<file path="src/rtl/assert_macros.svh">
// assertion helpers for the rtl
`ifndef ASSERT_MACROS_SVH
`define ASSERT_MACROS_SVH

// check a property on every rising clock edge outside reset
`define CQWS_ASSERT(lbl, prop, msg) \
	lbl: assert property (@(posedge clk) disable iff (!arst_n) (prop)) else $error(msg);

// check that a condition leads to a consequence in the next cycle
`define CQWS_ASSERT_NEXT(lbl, cond, cons, msg) \
	lbl: assert property (@(posedge clk) disable iff (!arst_n) (cond) |=> (cons)) \
		else $error(msg);

`endif

</file>
<file path="src/rtl/cqws_pkg.sv">
`timescale 1ns / 1ps

package cqws_pkg;

	localparam int DataWidth  = 16;
	localparam int CountWidth = 7;
	localparam int CapWidth   = 7;
	localparam int DefDepth   = 64;

	// operation codes carried in the mode field
	typedef enum logic [2:0] {
		MODE_ENQ       = 3'd0,
		MODE_DEQ       = 3'd1,
		MODE_POP       = 3'd2,
		MODE_SUM_FRONT = 3'd3,
		MODE_SUM_REAR  = 3'd4,
		MODE_RD_POS    = 3'd5,
		MODE_WR_POS    = 3'd6,
		MODE_SET_LEN   = 3'd7
	} mode_t;

	typedef struct packed {
		mode_t                 mode;
		logic [DataWidth-1:0]  value;
		logic [CountWidth-1:0] count;
	} in_item_t;

	typedef struct packed {
		logic [DataWidth-1:0]  data;
		logic                  ok;
		logic [CountWidth-1:0] length;
		logic                  empty_res;
		logic                  full_res;
	} out_item_t;

endpackage

</file>
<file path="src/rtl/cqws_ram.sv">
`timescale 1ns / 1ps

module cqws_ram #(
	parameter int WIDTH = 16,
	parameter int DEPTH = 65
) (
	input  logic                     clk,
	input  logic                     we,
	input  logic [$clog2(DEPTH)-1:0] waddr,
	input  logic [WIDTH-1:0]         wdata,
	input  logic [$clog2(DEPTH)-1:0] raddr,
	output logic [WIDTH-1:0]         rdata
);

	logic [WIDTH-1:0] mem_q [DEPTH];

	// single write port, registered read port
	always_ff @(posedge clk) begin
		if (we) begin
			mem_q[waddr] <= wdata;
		end
		rdata <= mem_q[raddr];
	end

endmodule

</file>
<file path="src/rtl/circular_queue_window_sum_unit.sv">
// flow: an accepted item goes to the execute state; dequeue, pop, read and window
// sums that are not refused then pass through the sum state, which reads the entries
// one after another from the single ring read port; every item ends in the finish state
// input is accepted only in the idle state, so a new item is taken only after the last
// one has been loaded into the output register; a held result stalls input
// reset: front and rear pointers zero, capacity min(DEPTH,64), ring contents undefined
`timescale 1ns / 1ps
`include "assert_macros.svh"

module circular_queue_window_sum_unit #(
	parameter int DEPTH = cqws_pkg::DefDepth
) (
	input  logic                                clk,
	input  logic                                arst_n,
	input  logic                                in_valid,
	output logic                                in_ready,
	input  cqws_pkg::in_item_t                  in_item,
	output logic                                out_valid,
	input  logic                                out_ready,
	output cqws_pkg::out_item_t                 out_item,
	input  logic                                cfg_we,
	input  logic [cqws_pkg::CapWidth-1:0]       cfg_wdata
);

	localparam int PW = $clog2(DEPTH + 1);
	localparam int CW = ((PW > cqws_pkg::CapWidth) ? PW : cqws_pkg::CapWidth) + 2;
	localparam int CapReset = (DEPTH < 64) ? DEPTH : 64;

	typedef enum logic [1:0] {
		ST_IDLE,
		ST_EXEC,
		ST_SUM,
		ST_FIN
	} state_t;

	state_t                              state_q;
	logic [PW-1:0]                       front_q;
	logic [PW-1:0]                       rear_q;
	logic [PW-1:0]                       pos_q;
	logic [cqws_pkg::CapWidth-1:0]       capacity_q;
	logic [cqws_pkg::CountWidth-1:0]     remain_q;
	logic                                dir_fwd_q;
	logic                                ok_q;
	logic                                rd_pend_s1;
	logic                                out_valid_q;
	cqws_pkg::out_item_t                 out_item_q;

	cqws_pkg::mode_t                     mode_q;
	logic [cqws_pkg::DataWidth-1:0]      value_q;
	logic [cqws_pkg::CountWidth-1:0]     count_q;
	logic [cqws_pkg::DataWidth-1:0]      acc_q;

	logic [CW-1:0]                       slots_w;
	logic [CW-1:0]                       held_w;
	logic [cqws_pkg::CountWidth-1:0]     len_w;
	logic [CW-1:0]                       rw_sum_w;
	logic [PW-1:0]                       pos_rw_w;
	logic                                pos_ok_w;
	logic [cqws_pkg::CountWidth-1:0]     set_cnt_w;
	logic [PW-1:0]                       set_front_w;
	logic [cqws_pkg::CapWidth-1:0]       cap_sat_w;
	logic                                in_xfer_w;

	logic                                mem_we;
	logic [PW-1:0]                       mem_waddr;
	logic [PW-1:0]                       mem_raddr;
	logic [cqws_pkg::DataWidth-1:0]      mem_rdata;

	// one step forward around the ring
	function automatic logic [PW-1:0] step_fwd(input logic [PW-1:0] idx,
		input logic [CW-1:0] slots);
		logic [CW-1:0] nxt;
		nxt = CW'(idx) + CW'(1);
		return (nxt == slots) ? '0 : PW'(nxt);
	endfunction

	// one step back around the ring
	function automatic logic [PW-1:0] step_bwd(input logic [PW-1:0] idx,
		input logic [CW-1:0] slots);
		logic [CW-1:0] prv;
		prv = (idx == '0) ? (slots - CW'(1)) : (CW'(idx) - CW'(1));
		return PW'(prv);
	endfunction

	// ring size and held length
	always_comb begin
		slots_w = CW'(capacity_q) + CW'(1);
		if (rear_q >= front_q) begin
			held_w = CW'(rear_q) - CW'(front_q);
		end else begin
			held_w = CW'(rear_q) + slots_w - CW'(front_q);
		end
		len_w = held_w[cqws_pkg::CountWidth-1:0];
	end

	// slot of a 1-based position, wraps at most once
	always_comb begin
		rw_sum_w = CW'(front_q) + CW'(count_q) - CW'(1);
		if (rw_sum_w >= slots_w) begin
			pos_rw_w = PW'(rw_sum_w - slots_w);
		end else begin
			pos_rw_w = PW'(rw_sum_w);
		end
		pos_ok_w = (count_q != '0) && (CW'(count_q) <= held_w);
	end

	// new front pointer for set length, count saturated at capacity
	always_comb begin
		set_cnt_w = (count_q > capacity_q) ? capacity_q : count_q;
		if (CW'(rear_q) >= CW'(set_cnt_w)) begin
			set_front_w = PW'(CW'(rear_q) - CW'(set_cnt_w));
		end else begin
			set_front_w = PW'(CW'(rear_q) + slots_w - CW'(set_cnt_w));
		end
	end

	// capacity write saturates at DEPTH
	assign cap_sat_w = (CW'(cfg_wdata) > CW'(DEPTH)) ? cqws_pkg::CapWidth'(DEPTH) : cfg_wdata;

	assign in_ready  = (state_q == ST_IDLE);
	assign in_xfer_w = in_valid && in_ready;

	// memory port control
	always_comb begin
		mem_we    = 1'b0;
		mem_waddr = rear_q;
		if (state_q == ST_EXEC) begin
			if (mode_q == cqws_pkg::MODE_ENQ) begin
				mem_we = 1'b1;
			end else if (mode_q == cqws_pkg::MODE_WR_POS) begin
				mem_we    = pos_ok_w;
				mem_waddr = pos_rw_w;
			end
		end
		mem_raddr = pos_q;
	end

	cqws_ram #(
		.WIDTH(cqws_pkg::DataWidth),
		.DEPTH(DEPTH + 1)
	) u_ring (
		.clk  (clk),
		.we   (mem_we),
		.waddr(mem_waddr),
		.wdata(value_q),
		.raddr(mem_raddr),
		.rdata(mem_rdata)
	);

	// control state machine and registered result
	always_ff @(posedge clk or negedge arst_n) begin
		if (!arst_n) begin
			state_q     <= ST_IDLE;
			front_q     <= '0;
			rear_q      <= '0;
			pos_q       <= '0;
			capacity_q  <= cqws_pkg::CapWidth'(CapReset);
			remain_q    <= '0;
			dir_fwd_q   <= 1'b1;
			ok_q        <= 1'b0;
			rd_pend_s1  <= 1'b0;
			out_valid_q <= 1'b0;
			out_item_q  <= '0;
		end else begin
			// output register: load a finished item, else clear on transfer
			if ((state_q == ST_FIN) && (!out_valid_q || out_ready)) begin
				out_valid_q <= 1'b1;
			end else if (out_ready) begin
				out_valid_q <= 1'b0;
			end
			rd_pend_s1 <= (state_q == ST_SUM) && (remain_q != '0);
			case (state_q)
				ST_IDLE: begin
					if (in_xfer_w) begin
						ok_q    <= 1'b1;
						state_q <= ST_EXEC;
					end
				end
				ST_EXEC: begin
					case (mode_q)
						cqws_pkg::MODE_ENQ: begin
							if (step_fwd(rear_q, slots_w) == front_q) begin
								front_q <= step_fwd(front_q, slots_w);
							end
							rear_q  <= step_fwd(rear_q, slots_w);
							state_q <= ST_FIN;
						end
						cqws_pkg::MODE_DEQ: begin
							if (held_w == '0) begin
								ok_q    <= 1'b0;
								state_q <= ST_FIN;
							end else begin
								pos_q    <= front_q;
								front_q  <= step_fwd(front_q, slots_w);
								remain_q <= cqws_pkg::CountWidth'(1);
								state_q  <= ST_SUM;
							end
						end
						cqws_pkg::MODE_POP: begin
							if (held_w == '0) begin
								ok_q    <= 1'b0;
								state_q <= ST_FIN;
							end else begin
								pos_q    <= step_bwd(rear_q, slots_w);
								rear_q   <= step_bwd(rear_q, slots_w);
								remain_q <= cqws_pkg::CountWidth'(1);
								state_q  <= ST_SUM;
							end
						end
						cqws_pkg::MODE_SUM_FRONT, cqws_pkg::MODE_SUM_REAR: begin
							if (held_w < CW'(count_q)) begin
								ok_q    <= 1'b0;
								state_q <= ST_FIN;
							end else begin
								dir_fwd_q <= (mode_q == cqws_pkg::MODE_SUM_FRONT);
								pos_q     <= (mode_q == cqws_pkg::MODE_SUM_FRONT) ?
									front_q : step_bwd(rear_q, slots_w);
								remain_q  <= count_q;
								state_q   <= ST_SUM;
							end
						end
						cqws_pkg::MODE_RD_POS: begin
							if (!pos_ok_w) begin
								ok_q    <= 1'b0;
								state_q <= ST_FIN;
							end else begin
								pos_q    <= pos_rw_w;
								remain_q <= cqws_pkg::CountWidth'(1);
								state_q  <= ST_SUM;
							end
						end
						cqws_pkg::MODE_WR_POS: begin
							ok_q    <= pos_ok_w;
							state_q <= ST_FIN;
						end
						cqws_pkg::MODE_SET_LEN: begin
							front_q <= set_front_w;
							state_q <= ST_FIN;
						end
						default: begin
							ok_q    <= 1'b0;
							state_q <= ST_FIN;
						end
					endcase
				end
				ST_SUM: begin
					// issue one read a cycle, drain the last one before finishing
					if (remain_q != '0) begin
						pos_q    <= dir_fwd_q ? step_fwd(pos_q, slots_w) :
							step_bwd(pos_q, slots_w);
						remain_q <= remain_q - cqws_pkg::CountWidth'(1);
					end else if (!rd_pend_s1) begin
						state_q <= ST_FIN;
					end
				end
				ST_FIN: begin
					if (!out_valid_q || out_ready) begin
						out_item_q.data      <= acc_q;
						out_item_q.ok        <= ok_q;
						out_item_q.length    <= len_w;
						out_item_q.empty_res <= (held_w == '0);
						out_item_q.full_res  <= (CW'(len_w) == CW'(capacity_q));
						state_q              <= ST_IDLE;
					end
				end
				default: begin
					state_q <= ST_IDLE;
				end
			endcase
			// capacity write empties the queue
			if (cfg_we) begin
				capacity_q <= cap_sat_w;
				front_q    <= '0;
				rear_q     <= '0;
			end
		end
	end

	// item payload and sum accumulator
	always_ff @(posedge clk) begin
		if (in_xfer_w) begin
			mode_q  <= in_item.mode;
			value_q <= in_item.value;
			count_q <= in_item.count;
			acc_q   <= '0;
		end else if (rd_pend_s1) begin
			acc_q <= acc_q + mem_rdata;
		end
	end

	assign out_valid = out_valid_q;
	assign out_item  = out_item_q;

	`CQWS_ASSERT(a_ptr_range, (CW'(front_q) < slots_w) && (CW'(rear_q) < slots_w), "pointer beyond ring")
	`CQWS_ASSERT(a_len_cap, held_w <= CW'(capacity_q), "held length above capacity")
	`CQWS_ASSERT_NEXT(a_accept_exec, in_xfer_w, state_q == ST_EXEC, "accepted item not executed")
	`CQWS_ASSERT(a_read_in_sum, !rd_pend_s1 || (state_q == ST_SUM), "memory read outside walk")

endmodule

</file>
<file path="config.mk">
export PLATFORM = sky130hd
export DESIGN_NAME = circular_queue_window_sum_unit
export DESIGN_NICKNAME = d
export VERILOG_FILES = /design/src/rtl/cqws_pkg.sv /design/src/rtl/cqws_ram.sv /design/src/rtl/circular_queue_window_sum_unit.sv
export VERILOG_INCLUDE_DIRS = /design/src /design/src/rtl
export SDC_FILE = /design/constraint.sdc
export NUM_CORES = 1
export LEC_CHECK = 0
export BUFFER_PORTS_ARGS = -buffer_cell sky130_fd_sc_hd__clkbuf_2
export CORE_MARGIN = 10
export CORE_UTILIZATION = 50
export DETAILED_ROUTE_END_ITERATION = 12
export PLACE_DENSITY = 0.67
export SYNTH_ARGS = -nofsm -noshare
export SYNTH_HDL_FRONTEND = slang
export SYNTH_SLANG_ARGS = --single-unit
</file>
<file path="constraint.sdc">
create_clock -name clk -period 9.2 [get_ports clk]
set_input_delay 1.38 -clock clk [delete_from_list [all_inputs] [get_ports clk]]
set_output_delay 1.38 -clock clk [all_outputs]
set_load 0.05 [all_outputs]
</file>
==> metrics <==
Max Cap Viol 0; Synth async-reset ratio 5.751%; layout cell share with drive strength beyond 1 18.03%; outcome finished clean; CP bufs+invs 2; final critical-path required period 8258 ps; Post-Route Hold Slack 454.9 ps; Iteration-0 DRC Markers 4058; total grt overflow 0; Slowest-stage cell, CP xnor2_1; critical path data required time 9600 ps; area leader, netlist edfxtp_1; # H-tree levels 3; Pleak 19.02 nW; syn_nets 3373; crit-path cells nand3_1 > xnor2_1 > inv_1 > ha_1 > o21ai_0 > o21bai_1 > a21oi_1 > xnor2_1 > ha_1 > or3b_2 > nand3_1 > a211oi_1 > mux2i_1 > ha_1 > nand2_1 > o21ai_0 > nand2b_1 > o31a_2 > o21ai_1 > a2111oi_1 > nand3_1 > nor2_1 > buf_4; diode count 0; Avg Cell Area, Syn 15.66 um2; worst min path class reg -> reg; Pwr Total 0.01795 W; wire length of the first global-routing pass 205.8 mm; crit share post-route 89.76%; vias in the first global route 29.72k; routed wire length 141.2 mm; Top FF cell, synth edfxtp_1; Buffers on Ports 65; clock root buffer clkbuf_16; hold path start u_ring.mem_q[64][4]$_DFFE_PP_; routed vias 30.61k; fin. max-slew vios 0; initial core utilization 50.45%; Synth cell types 88; final hold violations 0; Top Ports 66; Worst-path clk slew 70 ps; Setup CP Type reg -> reg; antenna viol nets, final 0; grt peak-use layer met2; DPL Wire Length 88.31 mm; met3 Resource Use GR 5.065%; final net count 3500; row cnt 116; Area Overhead vs Synth 11.86%; CP delay by family, top compound AO/OA/AOI/OAI gates; placer congestion estimate 0.9568; post-synthesis instance area 50590 um2; maximum number of pins on one net before global-route repair 113; RSZ-0062 raised after global routing no; Max rail drop VDD 0.2357 mV; Final Setup Violations 0; Clock Path Buffers 3; CP Launch Point capacity_q[0]$_DFFE_PN0P_; Crit path largest cell delay 810 ps; crit path max fanout 11; Seq/Total Area, Yosys 67.85%; CTS Buf Count 113; Vias per Instance 6.361; met2 Use GR 37.19%; post-synthesis cell count 3230; Detailed Routing Iterations Pass 1 6; Max Fclk 121.1 MHz; most numerous cell in the Yosys netlist edfxtp_1; WL/cell 29.35 um; slew margin rel. 8.874%; total global-route track usage 24.05%; top post-synthesis cells by area edfxtp_1 (63%), mux4_2 (6.9%), mux2i_1 (3.9%); EDFF count, synth 1066; worst skew pair latency 720 ps; post-CTS setup buffers 0; Crit. End Element flop; Synth top area share 63.27%; CTS tree done; # hold bufs at CTS 0; CP startpoint kind flop; DR DRC count 0; Setup TNS 0 ps; dpl cells 4599; Die Y 338.1 um; Non-Filler Instances 4812; Post-synth top cells edfxtp_1 (1066), mux2i_1 (198), nor2_1 (189), a21oi_1 (169), mux4_2 (154); cts repair resizes 0; Die Area 114300 um2; Die Wd 338.1 um; Synth warnings 0; initial antenna violation count 2; met1 usage 32.90%; core box area 100300 um2; Synth Register Bits 1165; PD cells 317.1 nW/um2; Sink Count 1165; Worst Clk Skew 44.86 ps; Data arrival, critical path 8660 ps; origin of the critical flop-to-flop path capacity_q[0]$_DFFE_PN0P_; Slew @ Worst Pin 1350 ps
==> power breakdown <==
| group | switching [W] | leakage, nW | total, W | internal (W) |
|---|---|---|---|---|
| Combinational | 0.00444 | 6.52 | 0.00691 | 0.00247 |
| Clock | 0.00201 | 1.78 | 0.00461 | 0.00259 |
| Sequential | 0.000281 | 10.7 | 0.00643 | 0.00615 |
| Total | 0.00674 | 19.0 | 0.0179 | 0.0112 |
==> flip-flops by register name, indices dropped and copies added (netlist names) <==
name,count
rear_q,7
count_q,7
out_item,26
u_ring.rdata,16
capacity_q,7
remain_q,7
u_ring.mem_q,1040
value_q,16
ok_q,1
out_valid,1
rd_pend_s1,1
front_q,7
acc_q,16
mode_q,3
mem_raddr,7
state_q,2
dir_fwd_q,1
==> kinds of logic (layout without fill, tap and decap cells) <==
family | Yosys count | in the layout | synth area share [%]
and+or+nand+nor | 549 | 549 | 5.047
muxes | 436 | 436 | 12.64
AOI/OAI and AO/OA | 622 | 622 | 7.990
buffers and inverters | 258 | 483 | 2.035
adders and majority gates | 106 | 106 | 2.735
DFF | 1165 | 1165 | 67.85
xor gates and xnor gates | 94 | 94 | 1.696
==> metal layers <==
metal  vias up  share of wire [%]  routed length, um
met4         6                4.7               6626
li1      13030                  -                  -
met5         -              0.028                 39
met3       316                9.6              13510
met1     15480                 40              56290
met2      1779                 46              64780
==> area by class of cell <==
| class | count | area (um2) |
|---|---|---|
| repair buffers | 182 | 1244 |
| clock buffers | 137 | 2928 |
| flip-flops and latches | 1165 | 34350 |
| well taps | 1357 | 1698 |
| multi-input cells | 1807 | 15260 |
| fillers | 7655 | 43700 |
| clock inverters | 76 | 790.8 |
| inverters | 88 | 330.3 |
==> layout by cell type (no fill, tap or decap), types with 29 or more instances in the layout <==
cell type,Yosys,final
nor2_1,189,188
nand2_1,116,114
clkbuf_16,0,113
clkbuf_2,0,64
o21ai_0,121,121
mux2i_1,198,198
mux2_2,84,84
dfxtp_1,32,32
mux4_2,154,154
o221ai_1,56,56
nor3_1,90,90
o22ai_1,60,60
xnor2_1,63,63
a211oi_1,42,42
edfxtp_1,1066,1066
a21o_1,29,29
dfrtp_1,65,61
a21oi_1,169,169
inv_1,84,84
nand3_1,41,41
ha_1,97,97
buf_4,4,115
==> metrics by stage <==
| step | instance area, um2 | utilization [%] | worst slack [ps] |
|---|---|---|---|
| after floorplan | 50590 | - | 2595 |
| after global placement | 52880 | 52.72 | 1325 |
| after detailed placement | 52880 | 52.72 | 1146 |
| after CTS | 56600 | 56.43 | 1078 |
| after global routing | 56600 | 56.43 | 546.2 |
| final | 56600 | 56.43 | 942.2 |
==> worst reg2reg max path, cell delays in order, from the launching register on <==
cell and delay, ps:
dfrtp_1 640, nand3_1 470, xnor2_1 810, inv_1 150, ha_1 400, o21ai_0 140
o21bai_1 140, a21oi_1 90, xnor2_1 210, ha_1 330, or3b_2 220, nand3_1 60
a211oi_1 280, mux2i_1 220, ha_1 390, nand2_1 60, o21ai_0 430, nand2b_1 180
o31a_2 210, o21ai_1 240, a2111oi_1 770, nand3_1 550, nor2_1 670, buf_4 290
==> worst paths after layout <==
| check | endpoint | slack [ps] | depth (start not counted) |
|---|---|---|---|
| setup reg to reg | u_ring.mem_q[50][9]$_DFFE_PP_ | 940 | 23 |
| setup / recovery | u_ring.mem_q[50][9]$_DFFE_PP_ | 940 | 23 |
| max in group asynchronous | mem_raddr[2]$_DFFE_PN0P_ | 7530 | 2 |
| min in group asynchronous | out_item[4]$_DFFE_PN0P_ | 590 | 1 |
| hold reg to reg | u_ring.rdata[4]$_DFF_P_ | 450 | 2 |
| hold / removal | u_ring.rdata[4]$_DFF_P_ | 450 | 2 |
Note: power is estimated with default switching activity, not from simulation.
